==> src/hw/rtl/itpa_pkg.sv <==
`timescale 1ns / 1ps
`default_nettype none
// ----------------------------------------------------------------------------
// itpa_pkg
// Shared types, codes and character constants for the integer text formatter.
// ----------------------------------------------------------------------------
package itpa_pkg;

    // Job magnitude storage; values narrower than this are zero-extended.
    localparam int MAG_W    = 32;
    localparam int CFG_W    = 7;
    localparam int CFG_IDX_W = 2;

    // Configuration register indexes
    localparam logic [CFG_IDX_W-1:0] CFG_BASE      = 2'd0;
    localparam logic [CFG_IDX_W-1:0] CFG_FLAGS     = 2'd1;
    localparam logic [CFG_IDX_W-1:0] CFG_MIN_WIDTH = 2'd2;
    localparam logic [CFG_IDX_W-1:0] CFG_PRECISION = 2'd3;

    // Format flag bit positions
    localparam int FLAG_LOWER    = 0;
    localparam int FLAG_UNSIGNED = 1;
    localparam int FLAG_PLUS     = 2;
    localparam int FLAG_SPACE    = 3;
    localparam int FLAG_LEFT     = 4;
    localparam int FLAG_ZPAD     = 5;
    localparam int FLAG_PREC     = 6;

    localparam logic [4:0] BASE_RESET = 5'd10;
    localparam logic [4:0] BASE_MIN   = 5'd2;
    localparam logic [4:0] BASE_MAX   = 5'd16;

    localparam logic [7:0] CHAR_MINUS = 8'h2D;
    localparam logic [7:0] CHAR_PLUS  = 8'h2B;
    localparam logic [7:0] CHAR_SPACE = 8'h20;
    localparam logic [7:0] CHAR_ZERO  = 8'h30;
    localparam logic [7:0] CHAR_NONE  = 8'h00;

    localparam logic [7:0] LOWER_DIGITS [16] = '{
        8'h30, 8'h31, 8'h32, 8'h33, 8'h34, 8'h35, 8'h36, 8'h37,
        8'h38, 8'h39, 8'h61, 8'h62, 8'h63, 8'h64, 8'h65, 8'h66
    };
    localparam logic [7:0] UPPER_DIGITS [16] = '{
        8'h30, 8'h31, 8'h32, 8'h33, 8'h34, 8'h35, 8'h36, 8'h37,
        8'h38, 8'h39, 8'h41, 8'h42, 8'h43, 8'h44, 8'h45, 8'h46
    };

    // One classified value, as handed from front to back.
    typedef struct packed {
        logic [MAG_W-1:0] mag;       // magnitude, zero-extended
        logic [4:0]       base;      // clamped to 2..16
        logic [5:0]       width;     // saturated minimum field width
        logic [5:0]       prec;      // effective precision, 0 when not given
        logic             skip;      // zero with precision zero: no digits
        logic             has_sign;  // a sign character is printed
        logic [7:0]       sign_ch;
        logic             slot;      // one width slot reserved for the sign
        logic             left;
        logic             zpad;      // zero pad, right aligned only
        logic             lower;
    } t_job;

    typedef enum logic [3:0] {
        BK_IDLE,
        BK_DIV,
        BK_PLAN,
        BK_PAD_LEAD,
        BK_SIGN,
        BK_PAD_ZERO,
        BK_ZEROS,
        BK_DIGITS,
        BK_PAD_TAIL,
        BK_EMPTY
    } t_bk_state;

    function automatic logic [7:0] dig_char(input logic [3:0] d, input logic lower);
        return lower ? LOWER_DIGITS[d] : UPPER_DIGITS[d];
    endfunction

endpackage
`default_nettype wire

==> src/hw/rtl/itpa_front.sv <==
`timescale 1ns / 1ps
`default_nettype none
// ----------------------------------------------------------------------------
// itpa_front
// Config registers and per-item classification: sign, magnitude, layout bits.
// ----------------------------------------------------------------------------
module itpa_front import itpa_pkg::*; #(
    parameter int VALUE_BITS = 32,
    parameter int MAX_FIELD  = 60
) (
    input  wire logic                 i_clk,
    input  wire logic                 i_rst_n,
    input  wire logic                 i_cfg_valid,
    input  wire logic [CFG_IDX_W-1:0] i_cfg_index,
    input  wire logic [CFG_W-1:0]     i_cfg_data,
    input  wire logic [MAG_W-1:0]     i_raw_value,
    output t_job                      o_job
);

    localparam logic [5:0] FIELD_CAP = 6'(MAX_FIELD);

    logic [4:0] r_base;
    logic [6:0] r_flags;
    logic [5:0] r_min_width;
    logic [5:0] r_precision;

    always_ff @(posedge i_clk) begin
        if (!i_rst_n) begin
            r_base      <= BASE_RESET;
            r_flags     <= '0;
            r_min_width <= '0;
            r_precision <= '0;
        end else if (i_cfg_valid) begin
            case (i_cfg_index)
                CFG_BASE:      r_base      <= i_cfg_data[4:0];
                CFG_FLAGS:     r_flags     <= i_cfg_data[6:0];
                CFG_MIN_WIDTH: r_min_width <= i_cfg_data[5:0];
                CFG_PRECISION: r_precision <= i_cfg_data[5:0];
                default: ;
            endcase
        end
    end

    logic [VALUE_BITS-1:0] v;
    logic [VALUE_BITS-1:0] mag;
    logic                  uns;
    logic                  plus;
    logic                  space;
    logic                  neg;
    logic [5:0]            prec_sat;

    always_comb begin
        uns      = r_flags[FLAG_UNSIGNED];
        plus     = r_flags[FLAG_PLUS];
        space    = r_flags[FLAG_SPACE];
        v        = i_raw_value[VALUE_BITS-1:0];
        neg      = !uns && v[VALUE_BITS-1];
        mag      = neg ? (~v + 1'b1) : v;
        prec_sat = (r_precision > FIELD_CAP) ? FIELD_CAP : r_precision;

        o_job.mag      = MAG_W'(mag);
        o_job.base     = (r_base < BASE_MIN) ? BASE_MIN :
                         ((r_base > BASE_MAX) ? BASE_MAX : r_base);
        o_job.width    = (r_min_width > FIELD_CAP) ? FIELD_CAP : r_min_width;
        o_job.prec     = r_flags[FLAG_PREC] ? prec_sat : 6'd0;
        o_job.skip     = r_flags[FLAG_PREC] && (prec_sat == 6'd0) && (mag == '0);
        o_job.has_sign = neg || (!uns && (plus || space));
        o_job.sign_ch  = neg ? CHAR_MINUS : (plus ? CHAR_PLUS : CHAR_SPACE);
        o_job.left     = r_flags[FLAG_LEFT];
        // right aligned: plus/space hold a slot even when unsigned
        o_job.slot     = r_flags[FLAG_LEFT] ? o_job.has_sign : (neg || plus || space);
        o_job.zpad     = r_flags[FLAG_ZPAD] && !r_flags[FLAG_LEFT];
        o_job.lower    = r_flags[FLAG_LOWER];
    end

endmodule
`default_nettype wire

==> src/hw/rtl/itpa_queue.sv <==
`timescale 1ns / 1ps
`default_nettype none
// ----------------------------------------------------------------------------
// itpa_queue
// Two-entry job queue between the classifier and the formatter.
// ----------------------------------------------------------------------------
module itpa_queue import itpa_pkg::*; (
    input  wire logic i_clk,
    input  wire logic i_rst_n,
    input  wire logic i_push,
    input  wire t_job i_job,
    output logic      o_not_full,
    input  wire logic i_pop,
    output logic      o_valid,
    output t_job      o_job
);

    t_job       r_mem [2];
    logic       r_wp;
    logic       r_rp;
    logic [1:0] r_cnt;

    assign o_not_full = (r_cnt != 2'd2);
    assign o_valid    = (r_cnt != 2'd0);
    assign o_job      = r_mem[r_rp];

    always_ff @(posedge i_clk) begin
        if (!i_rst_n) begin
            r_wp  <= 1'b0;
            r_rp  <= 1'b0;
            r_cnt <= 2'd0;
        end else begin
            if (i_push && o_not_full) begin
                r_wp <= ~r_wp;
            end
            if (i_pop && o_valid) begin
                r_rp <= ~r_rp;
            end
            r_cnt <= r_cnt + 2'(i_push && o_not_full) - 2'(i_pop && o_valid);
        end
    end

    always_ff @(posedge i_clk) begin
        if (i_push && o_not_full) begin
            r_mem[r_wp] <= i_job;
        end
    end

endmodule
`default_nettype wire

==> src/hw/rtl/itpa_back.sv <==
`timescale 1ns / 1ps
`default_nettype none
// ----------------------------------------------------------------------------
// itpa_back
// Digit generation by repeated division, then character sequencing into a
// one-deep output register.
// ----------------------------------------------------------------------------
module itpa_back import itpa_pkg::*; #(
    parameter int VALUE_BITS = 32
) (
    input  wire logic i_clk,
    input  wire logic i_rst_n,
    input  wire logic i_job_valid,
    input  wire t_job i_job,
    output logic      o_job_pop,
    output logic      o_out_valid,
    input  wire logic i_out_ready,
    output logic [7:0] o_out_char,
    output logic      o_out_last,
    output logic      o_out_empty
);

    localparam int CHUNKS = (VALUE_BITS + 7) / 8;
    localparam int DW     = CHUNKS * 8;
    localparam int CW     = (CHUNKS > 1) ? $clog2(CHUNKS) : 1;
    localparam int IDX_W  = $clog2(VALUE_BITS);
    localparam int ND_W   = $clog2(VALUE_BITS + 1);
    localparam logic [CW-1:0] LAST_CHUNK = CW'(CHUNKS - 1);

    t_bk_state       r_state, n_state;
    t_job            r_job;
    logic [DW-1:0]   r_work;
    logic [3:0]      r_rem;
    logic [CW-1:0]   r_chunk;
    logic [ND_W-1:0] r_nd;
    logic [3:0]      r_dig [VALUE_BITS];
    logic [5:0]      r_pad;
    logic [5:0]      r_zero;
    logic [ND_W-1:0] r_dsel;
    logic            r_sign_pend;
    logic [6:0]      r_remain;
    logic            r_out_valid;
    logic [7:0]      r_out_char;
    logic            r_out_last;
    logic            r_out_empty;

    logic            slot_free;
    assign slot_free = !r_out_valid || i_out_ready;

    // ---- one byte of long division per cycle, restoring, MSB first
    logic [7:0]    top_byte;
    logic [7:0]    qbyte;
    logic [3:0]    rem_new;
    logic [DW-1:0] n_work;

    always_comb begin
        logic [4:0] t;
        logic [3:0] r;
        top_byte = r_work[DW-1 -: 8];
        r        = r_rem;
        qbyte    = '0;
        for (int i = 7; i >= 0; i--) begin
            t = {r, top_byte[i]};
            if (t >= r_job.base) begin
                t        = t - r_job.base;
                qbyte[i] = 1'b1;
            end
            r = t[3:0];
        end
        rem_new = r;
        n_work  = DW'({r_work, qbyte});
    end

    // ---- layout plan once the digit count is known
    logic [6:0] nd7, p7, g7, zeros7, body7, j7, pad7, total7;

    always_comb begin
        nd7    = 7'(r_nd);
        p7     = 7'(r_job.prec);
        g7     = 7'(r_job.width);
        zeros7 = (p7 > nd7) ? (p7 - nd7) : 7'd0;
        body7  = zeros7 + nd7;
        j7     = body7 + 7'(r_job.slot);
        pad7   = (g7 > j7) ? (g7 - j7) : 7'd0;
        total7 = pad7 + 7'(r_job.has_sign) + body7;
    end

    // ---- emit decode
    logic            act;
    logic            emit;
    logic [7:0]      emit_char;
    logic            emit_empty;
    logic [ND_W-1:0] dsel_m1;

    always_comb begin
        dsel_m1    = r_dsel - 1'b1;
        act        = 1'b0;
        emit_char  = CHAR_NONE;
        emit_empty = 1'b0;
        case (r_state)
            BK_PAD_LEAD: begin
                act       = !r_job.left && !r_job.zpad && (r_pad != 6'd0);
                emit_char = CHAR_SPACE;
            end
            BK_SIGN: begin
                act       = r_sign_pend;
                emit_char = r_job.sign_ch;
            end
            BK_PAD_ZERO: begin
                act       = r_job.zpad && (r_pad != 6'd0);
                emit_char = CHAR_ZERO;
            end
            BK_ZEROS: begin
                act       = (r_zero != 6'd0);
                emit_char = CHAR_ZERO;
            end
            BK_DIGITS: begin
                act       = (r_dsel != '0);
                emit_char = dig_char(r_dig[dsel_m1[IDX_W-1:0]], r_job.lower);
            end
            BK_PAD_TAIL: begin
                act       = r_job.left && (r_pad != 6'd0);
                emit_char = CHAR_SPACE;
            end
            BK_EMPTY: begin
                act        = 1'b1;
                emit_empty = 1'b1;
            end
            default: act = 1'b0;
        endcase
        emit      = act && slot_free;
        o_job_pop = (r_state == BK_IDLE) && i_job_valid;
    end

    // ---- next state
    always_comb begin
        n_state = r_state;
        case (r_state)
            BK_IDLE: begin
                if (i_job_valid) begin
                    n_state = i_job.skip ? BK_PLAN : BK_DIV;
                end
            end
            BK_DIV: begin
                if (r_chunk == LAST_CHUNK && n_work == '0) begin
                    n_state = BK_PLAN;
                end
            end
            BK_PLAN: n_state = (total7 == 7'd0) ? BK_EMPTY : BK_PAD_LEAD;
            BK_EMPTY: begin
                if (emit) begin
                    n_state = BK_IDLE;
                end
            end
            BK_PAD_LEAD, BK_SIGN, BK_PAD_ZERO, BK_ZEROS, BK_DIGITS, BK_PAD_TAIL: begin
                if (emit && r_remain == 7'd1) begin
                    n_state = BK_IDLE;
                end else if (!act) begin
                    case (r_state)
                        BK_PAD_LEAD: n_state = BK_SIGN;
                        BK_SIGN:     n_state = BK_PAD_ZERO;
                        BK_PAD_ZERO: n_state = BK_ZEROS;
                        BK_ZEROS:    n_state = BK_DIGITS;
                        BK_DIGITS:   n_state = BK_PAD_TAIL;
                        default:     n_state = BK_IDLE;
                    endcase
                end
            end
            default: n_state = BK_IDLE;
        endcase
    end

    always_ff @(posedge i_clk) begin
        if (!i_rst_n) begin
            r_state     <= BK_IDLE;
            r_out_valid <= 1'b0;
        end else begin
            r_state <= n_state;
            if (slot_free) begin
                r_out_valid <= emit;
            end
        end
    end

    always_ff @(posedge i_clk) begin
        if (emit) begin
            r_out_char  <= emit_char;
            r_out_last  <= emit_empty || (r_remain == 7'd1);
            r_out_empty <= emit_empty;
        end
        case (r_state)
            BK_IDLE: begin
                if (i_job_valid) begin
                    r_job   <= i_job;
                    r_work  <= i_job.mag[DW-1:0];
                    r_rem   <= '0;
                    r_chunk <= '0;
                    r_nd    <= '0;
                end
            end
            BK_DIV: begin
                r_work <= n_work;
                if (r_chunk == LAST_CHUNK) begin
                    r_dig[r_nd[IDX_W-1:0]] <= rem_new;
                    r_nd    <= r_nd + 1'b1;
                    r_chunk <= '0;
                    r_rem   <= '0;
                end else begin
                    r_chunk <= r_chunk + 1'b1;
                    r_rem   <= rem_new;
                end
            end
            BK_PLAN: begin
                r_pad       <= 6'(pad7);
                r_zero      <= 6'(zeros7);
                r_dsel      <= r_nd;
                r_sign_pend <= r_job.has_sign;
                r_remain    <= total7;
            end
            default: begin
                if (emit && r_state != BK_EMPTY) begin
                    r_remain <= r_remain - 1'b1;
                    case (r_state)
                        BK_PAD_LEAD, BK_PAD_ZERO, BK_PAD_TAIL: r_pad <= r_pad - 1'b1;
                        BK_SIGN:   r_sign_pend <= 1'b0;
                        BK_ZEROS:  r_zero <= r_zero - 1'b1;
                        BK_DIGITS: r_dsel <= dsel_m1;
                        default: ;
                    endcase
                end
            end
        endcase
    end

    assign o_out_valid = r_out_valid;
    assign o_out_char  = r_out_char;
    assign o_out_last  = r_out_last;
    assign o_out_empty = r_out_empty;

    // ---- checks
    a_remain_matches: assert property (@(posedge i_clk) disable iff (!i_rst_n)
        (r_state == BK_PAD_LEAD || r_state == BK_SIGN || r_state == BK_PAD_ZERO ||
         r_state == BK_ZEROS || r_state == BK_DIGITS || r_state == BK_PAD_TAIL) |->
        (7'(r_pad) + 7'(r_sign_pend) + 7'(r_zero) + 7'(r_dsel) == r_remain))
        else $error("remaining count out of step with segment counters");

    a_digits_bounded: assert property (@(posedge i_clk) disable iff (!i_rst_n)
        (r_state == BK_DIV) |-> (r_nd < ND_W'(VALUE_BITS)))
        else $error("digit buffer overrun");

    a_rem_below_base: assert property (@(posedge i_clk) disable iff (!i_rst_n)
        (r_state == BK_DIV) |-> (5'(r_rem) < r_job.base))
        else $error("partial remainder not below base");

    a_empty_is_last: assert property (@(posedge i_clk) disable iff (!i_rst_n)
        (r_out_valid && r_out_empty) |-> r_out_last)
        else $error("empty marker without last");

endmodule
`default_nettype wire

==> src/hw/rtl/integer_to_padded_ascii.sv <==
`timescale 1ns / 1ps
`default_nettype none
// ----------------------------------------------------------------------------
// integer_to_padded_ascii
// printf-style integer formatter: one value in, its text out one character
// per item, with sign, precision zeros, base 2..16 digits and width padding.
// ----------------------------------------------------------------------------
//
//  Channel   Direction  Payload                         Accepted when
//  --------  ---------  ------------------------------  ---------------------------
//  s_axis    in         tdata = raw_value[31:0]         s_axis_tvalid & s_axis_tready
//  m_axis    out        tdata = out_char, tlast = last, m_axis_tvalid & m_axis_tready
//                       tuser = is_empty
//  cfg       in         i_cfg_index, i_cfg_data         i_cfg_valid (always ready)
//
//  The division unit retires one byte of the dividend per cycle, producing
//  one digit per pass over the dividend; characters then leave at one per
//  cycle while m_axis is ready, and each skipped text segment costs an
//  extra state step. Characters pass through a one-deep output register.
//  Reset: synchronous, active low; registers return to base 10, no flags,
//  width 0, precision 0. No clearing pass is needed.
//  Stalls: a two-entry queue lets up to two values be taken while the
//  formatter is busy; a stalled m_axis holds the current character.
//
module integer_to_padded_ascii import itpa_pkg::*; #(
    parameter int VALUE_BITS = 32,
    parameter int MAX_FIELD  = 60
) (
    input  wire logic                 i_clk,
    input  wire logic                 i_rst_n,
    // input values
    input  wire logic                 s_axis_tvalid,
    output logic                      s_axis_tready,
    input  wire logic [31:0]          s_axis_tdata,   // [31:0] raw_value
    // formatted characters
    output logic                      m_axis_tvalid,
    input  wire logic                 m_axis_tready,
    output logic [7:0]                m_axis_tdata,   // [7:0] out_char
    output logic                      m_axis_tlast,   // last character of a value
    output logic                      m_axis_tuser,   // [0] is_empty
    // configuration writes
    input  wire logic                 i_cfg_valid,
    output logic                      o_cfg_ready,
    input  wire logic [CFG_IDX_W-1:0] i_cfg_index,    // 0 base, 1 flags, 2 width, 3 precision
    input  wire logic [CFG_W-1:0]     i_cfg_data
);

    t_job front_job;
    t_job q_job;
    logic q_not_full;
    logic q_valid;
    logic q_pop;

    // Registers are simple flops; a write always lands in its cycle.
    assign o_cfg_ready   = 1'b1;
    assign s_axis_tready = q_not_full;

    // Front: config registers and classification of each incoming value.
    itpa_front #(
        .VALUE_BITS (VALUE_BITS),
        .MAX_FIELD  (MAX_FIELD)
    ) u_front (
        .i_clk       (i_clk),
        .i_rst_n     (i_rst_n),
        .i_cfg_valid (i_cfg_valid),
        .i_cfg_index (i_cfg_index),
        .i_cfg_data  (i_cfg_data),
        .i_raw_value (s_axis_tdata),
        .o_job       (front_job)
    );

    // Decouples acceptance from the slow digit loop.
    itpa_queue u_queue (
        .i_clk      (i_clk),
        .i_rst_n    (i_rst_n),
        .i_push     (s_axis_tvalid),
        .i_job      (front_job),
        .o_not_full (q_not_full),
        .i_pop      (q_pop),
        .o_valid    (q_valid),
        .o_job      (q_job)
    );

    // Back: digit generation and character sequencing.
    itpa_back #(
        .VALUE_BITS (VALUE_BITS)
    ) u_back (
        .i_clk       (i_clk),
        .i_rst_n     (i_rst_n),
        .i_job_valid (q_valid),
        .i_job       (q_job),
        .o_job_pop   (q_pop),
        .o_out_valid (m_axis_tvalid),
        .i_out_ready (m_axis_tready),
        .o_out_char  (m_axis_tdata),
        .o_out_last  (m_axis_tlast),
        .o_out_empty (m_axis_tuser)
    );

endmodule
`default_nettype wire
==> config.mk <==
export PLATFORM = sky130hd
export DESIGN_NAME = integer_to_padded_ascii
export DESIGN_NICKNAME = d
export VERILOG_FILES = /design/src/hw/rtl/itpa_pkg.sv /design/src/hw/rtl/itpa_front.sv /design/src/hw/rtl/itpa_queue.sv /design/src/hw/rtl/itpa_back.sv /design/src/hw/rtl/integer_to_padded_ascii.sv
export SDC_FILE = /design/constraint.sdc
export NUM_CORES = 1
export LEC_CHECK = 0
export ABC_AREA = 1
export CAP_MARGIN = 20
export CORE_MARGIN = 1.5
export CORE_UTILIZATION = 58
export DETAILED_ROUTE_END_ITERATION = 6
export DONT_BUFFER_PORTS = 1
export PLACE_DENSITY_LB_ADDON = 0.08
export SETUP_SLACK_MARGIN = 0.15
export SLEW_MARGIN = 5
export SYNTH_ARGS = -nofsm -noshare
export SYNTH_HDL_FRONTEND = slang
export SYNTH_HIERARCHICAL = 1
export SYNTH_SLANG_ARGS = --single-unit
==> constraint.sdc <==
create_clock -name i_clk -period 9.35 [get_ports i_clk]
set_input_delay 1.87 -clock i_clk [delete_from_list [all_inputs] [get_ports i_clk]]
set_output_delay 1.87 -clock i_clk [all_outputs]
set_load 0.02 [all_outputs]
==> impl_metrics.ini <==
[outcome]
status = finished, violations left
violations = setup timing

[yosys]
synthDominantCellAreaShare = 0.5191
ys_seq_area_frac = 0.5515
synth_edf_count = 364
synth_area_um2 = 21060
synth_area_leaders = edfxtp_1 (52%), nand2_1 (7.7%), ha_1 (4.9%), nor2_1 (4.4%), mux2_4 (4.3%)
synthFlopType = edfxtp_1
yosysTopAreaCell = edfxtp_1
yosys_warnings = 6
async_flop_share = 0
synth_area_per_cell_um2 = 10.04
yosysUniqueCellTypes = 55
synth_cells = 2098
synth_seq_cells = 398
yosysMostFrequentCell = nand2_1
synth_common_cells = nand2_1 (431), edfxtp_1 (364), nor2_1 (248)

[setup_path]
reg2reg_depth = 63
critical-path-slowest-cell = edfxtp_1
path_buf_inv = 12
cp_top_family = simple AND/OR/NAND/NOR gates
cp-end-kind = flip-flop
max_stage_delay_ps = 440
required_ps = 9660
crit_type = flip-flop to flip-flop
critical_path_arrival_ps = 9940
cp_max_fo = 8
worst_setup_path_start_kind = flip-flop
cp_num_cells = 63

[floorplanning]
io_pins = 59
die_h_um = 193.5
die_area_um2 = 37450
core_region_area_um2 = 35660
rows = 69
initial_core_util = 0.5905
die_w_um = 193.5

[sta]
setup_viol = 133
worst_pin_slew_ps = 1062
layout_setup_ws_ps = -281.5
fin_crit_sh = 1.030
drv_slew = 0
finClkSkew_ps = 27.20
final_hold_viol_count = 0
rsz0062_at_grt = true
relSlewSlack = 0.2847
period_minus_slack_ps = 9631
fmax_ghz = 0.1038

[drt]
vias = 14812
first_pass_iters = 7
drc = 0
ant_nets = 0
vias_per_cell = 5.589
wl_mm = 48.29
drt_iter0_drc = 1195
wl_per_cell_um = 18.22

[clock_tree]
holdBufCountCts = 0
numCtsBuffers = 42
clkTransAtPathRegs_ps = 60
clock_latency_ps = 560
htree_levels = 2
ctsLongestPathBuffers = 3
root_buffer = clkbuf_16
clkSinkCount = 398
cts_tree = built

[place]
dp_hpwl_mm = 32.16
gp_congestion = 0.9212
dp_slack_ps = -403.3
portBuffers = 0

[global_route]
met2_usage = 0.4097
grt_pass1_wl_mm = 74.94
top_usage_layer = met2
grt_overflow = 0
grt_pass1_vias = 14357
antenna_found_initial = 1
grt_max_degree = 67
grt_use_total = 0.2514
use_met3 = 0.03731
grt_use_met1 = 0.3525

[hold_path]
whs_path_depth = 2
hold_path.class = flip-flop to flip-flop

[cells_and_area]
area_growth_pct = 13.55
drive_gt1_frac = 0.1609
nNetsFinal = 2297

[flow_run]
maxCapViolations = 0
## placed cells by master, fill, tap and decap left out, drive strengths merged, types with 13 or more instances in the layout
cell type  synthesis  routed
ha                82      82
mux2              63      63
nand2            440     440
a21oi             79      79
o21ai            176     176
clkbuf            27      65
o211ai            20      20
inv              241     240
buf               39      71
edfxtp           364     364
nand4             25      25
nor2             262     265
xor2              28      28
or2               14      14
xnor2             22      22
nand3             97      97
dfxtp             34      34
fa                13      13
## registers in the layout, summed over array words and instances (netlist names), 7 cells and up, named ones only
name	cells
u_back/o_out_char	8
u_back/r_dig	128
u_back/r_job	18
u_back/r_remain	7
u_back/r_work	32
u_front/r_flags	7
u_queue/r_mem	126
## cells by family (layout without fill, tap and decap cells)
group | count (synthesis) | count (layout) | synth area share
AND/OR/NAND/NOR | 860 | 863 | 0.1710
flip-flops | 398 | 398 | 0.5515
AO/OA/AOI/OAI | 320 | 320 | 0.08474
buffers and inverters | 308 | 393 | 0.06394
adder cells (fa/ha/maj) | 95 | 95 | 0.06109
multiplexers | 64 | 64 | 0.04487
XOR/XNOR | 50 | 50 | 0.02240
other | 3 | 6 | 0.0005348
## routing by layer
metal  up-vias  wire length, um
li1       7258                -
met1      7065            21410
met2       405            23020
met3        84             2637
met4         0             1223
met5         -                0
## final timing paths
path,from,endpoint,slack (ps)
worst max-delay path,u_back/r_rem[1]$_SDFFCE_PP0P_,u_back/r_dig[18][0]$_DFFE_PP_,-280
worst min-delay path,u_front/r_flags[5]$_SDFFE_PN0P_,u_front/r_flags[5]$_SDFFE_PN0P_,470
worst max register to register,u_back/r_rem[1]$_SDFFCE_PP0P_,u_back/r_dig[18][0]$_DFFE_PP_,-280
worst min register to register,u_front/r_flags[5]$_SDFFE_PN0P_,u_front/r_flags[5]$_SDFFE_PN0P_,470
## repair_timing
item,CTS,global route
endpoints found under the setup margin,137,137
gates resized for setup,33,87
setup buffers,18,21
gates cloned,3,6
pin swaps,17,40
## cell type report
type | instances | area, um2
Fill cell | 2734 | 11750
Sequential cell | 398 | 11610
Multi-Input combinational cell | 1397 | 8720
Clock buffer | 61 | 1164
Inverter | 242 | 914.6
Timing Repair Buffer | 75 | 720.7
Tap cell | 461 | 576.8
Clock inverter | 15 | 196.4
Antenna cell | 1 | 2.502
## worst reg2reg max path, delay by kind of cell (launching register included)
family	cells	cell delay [ps]
AO/OA/AOI/OAI	13	2000
adder cells (fa/ha/maj)	8	2000
buffers and inverters	12	1410
flip-flops	1	440
AND/OR/NAND/NOR	30	3530
## metrics by stage
stage	setup TNS, ps	area, um2	hold WS (ps)	instances	utilization
final	-24210	23910	470.3	2650	0.6706
after global routing	-94790	23910	497.3	2649	0.6705
after CTS	0	23260	465.2	2621	0.6523
after detailed placement	-39080	21590	456.9	2524	0.6054
after global placement	0	21590	444.4	2524	0.6054
after floorplan	0	21200	430.3	2100	-
Power is left out: the tool's default activity adds up to more than one toggle a clock period on the data nets, which glitch-free logic cannot reach.
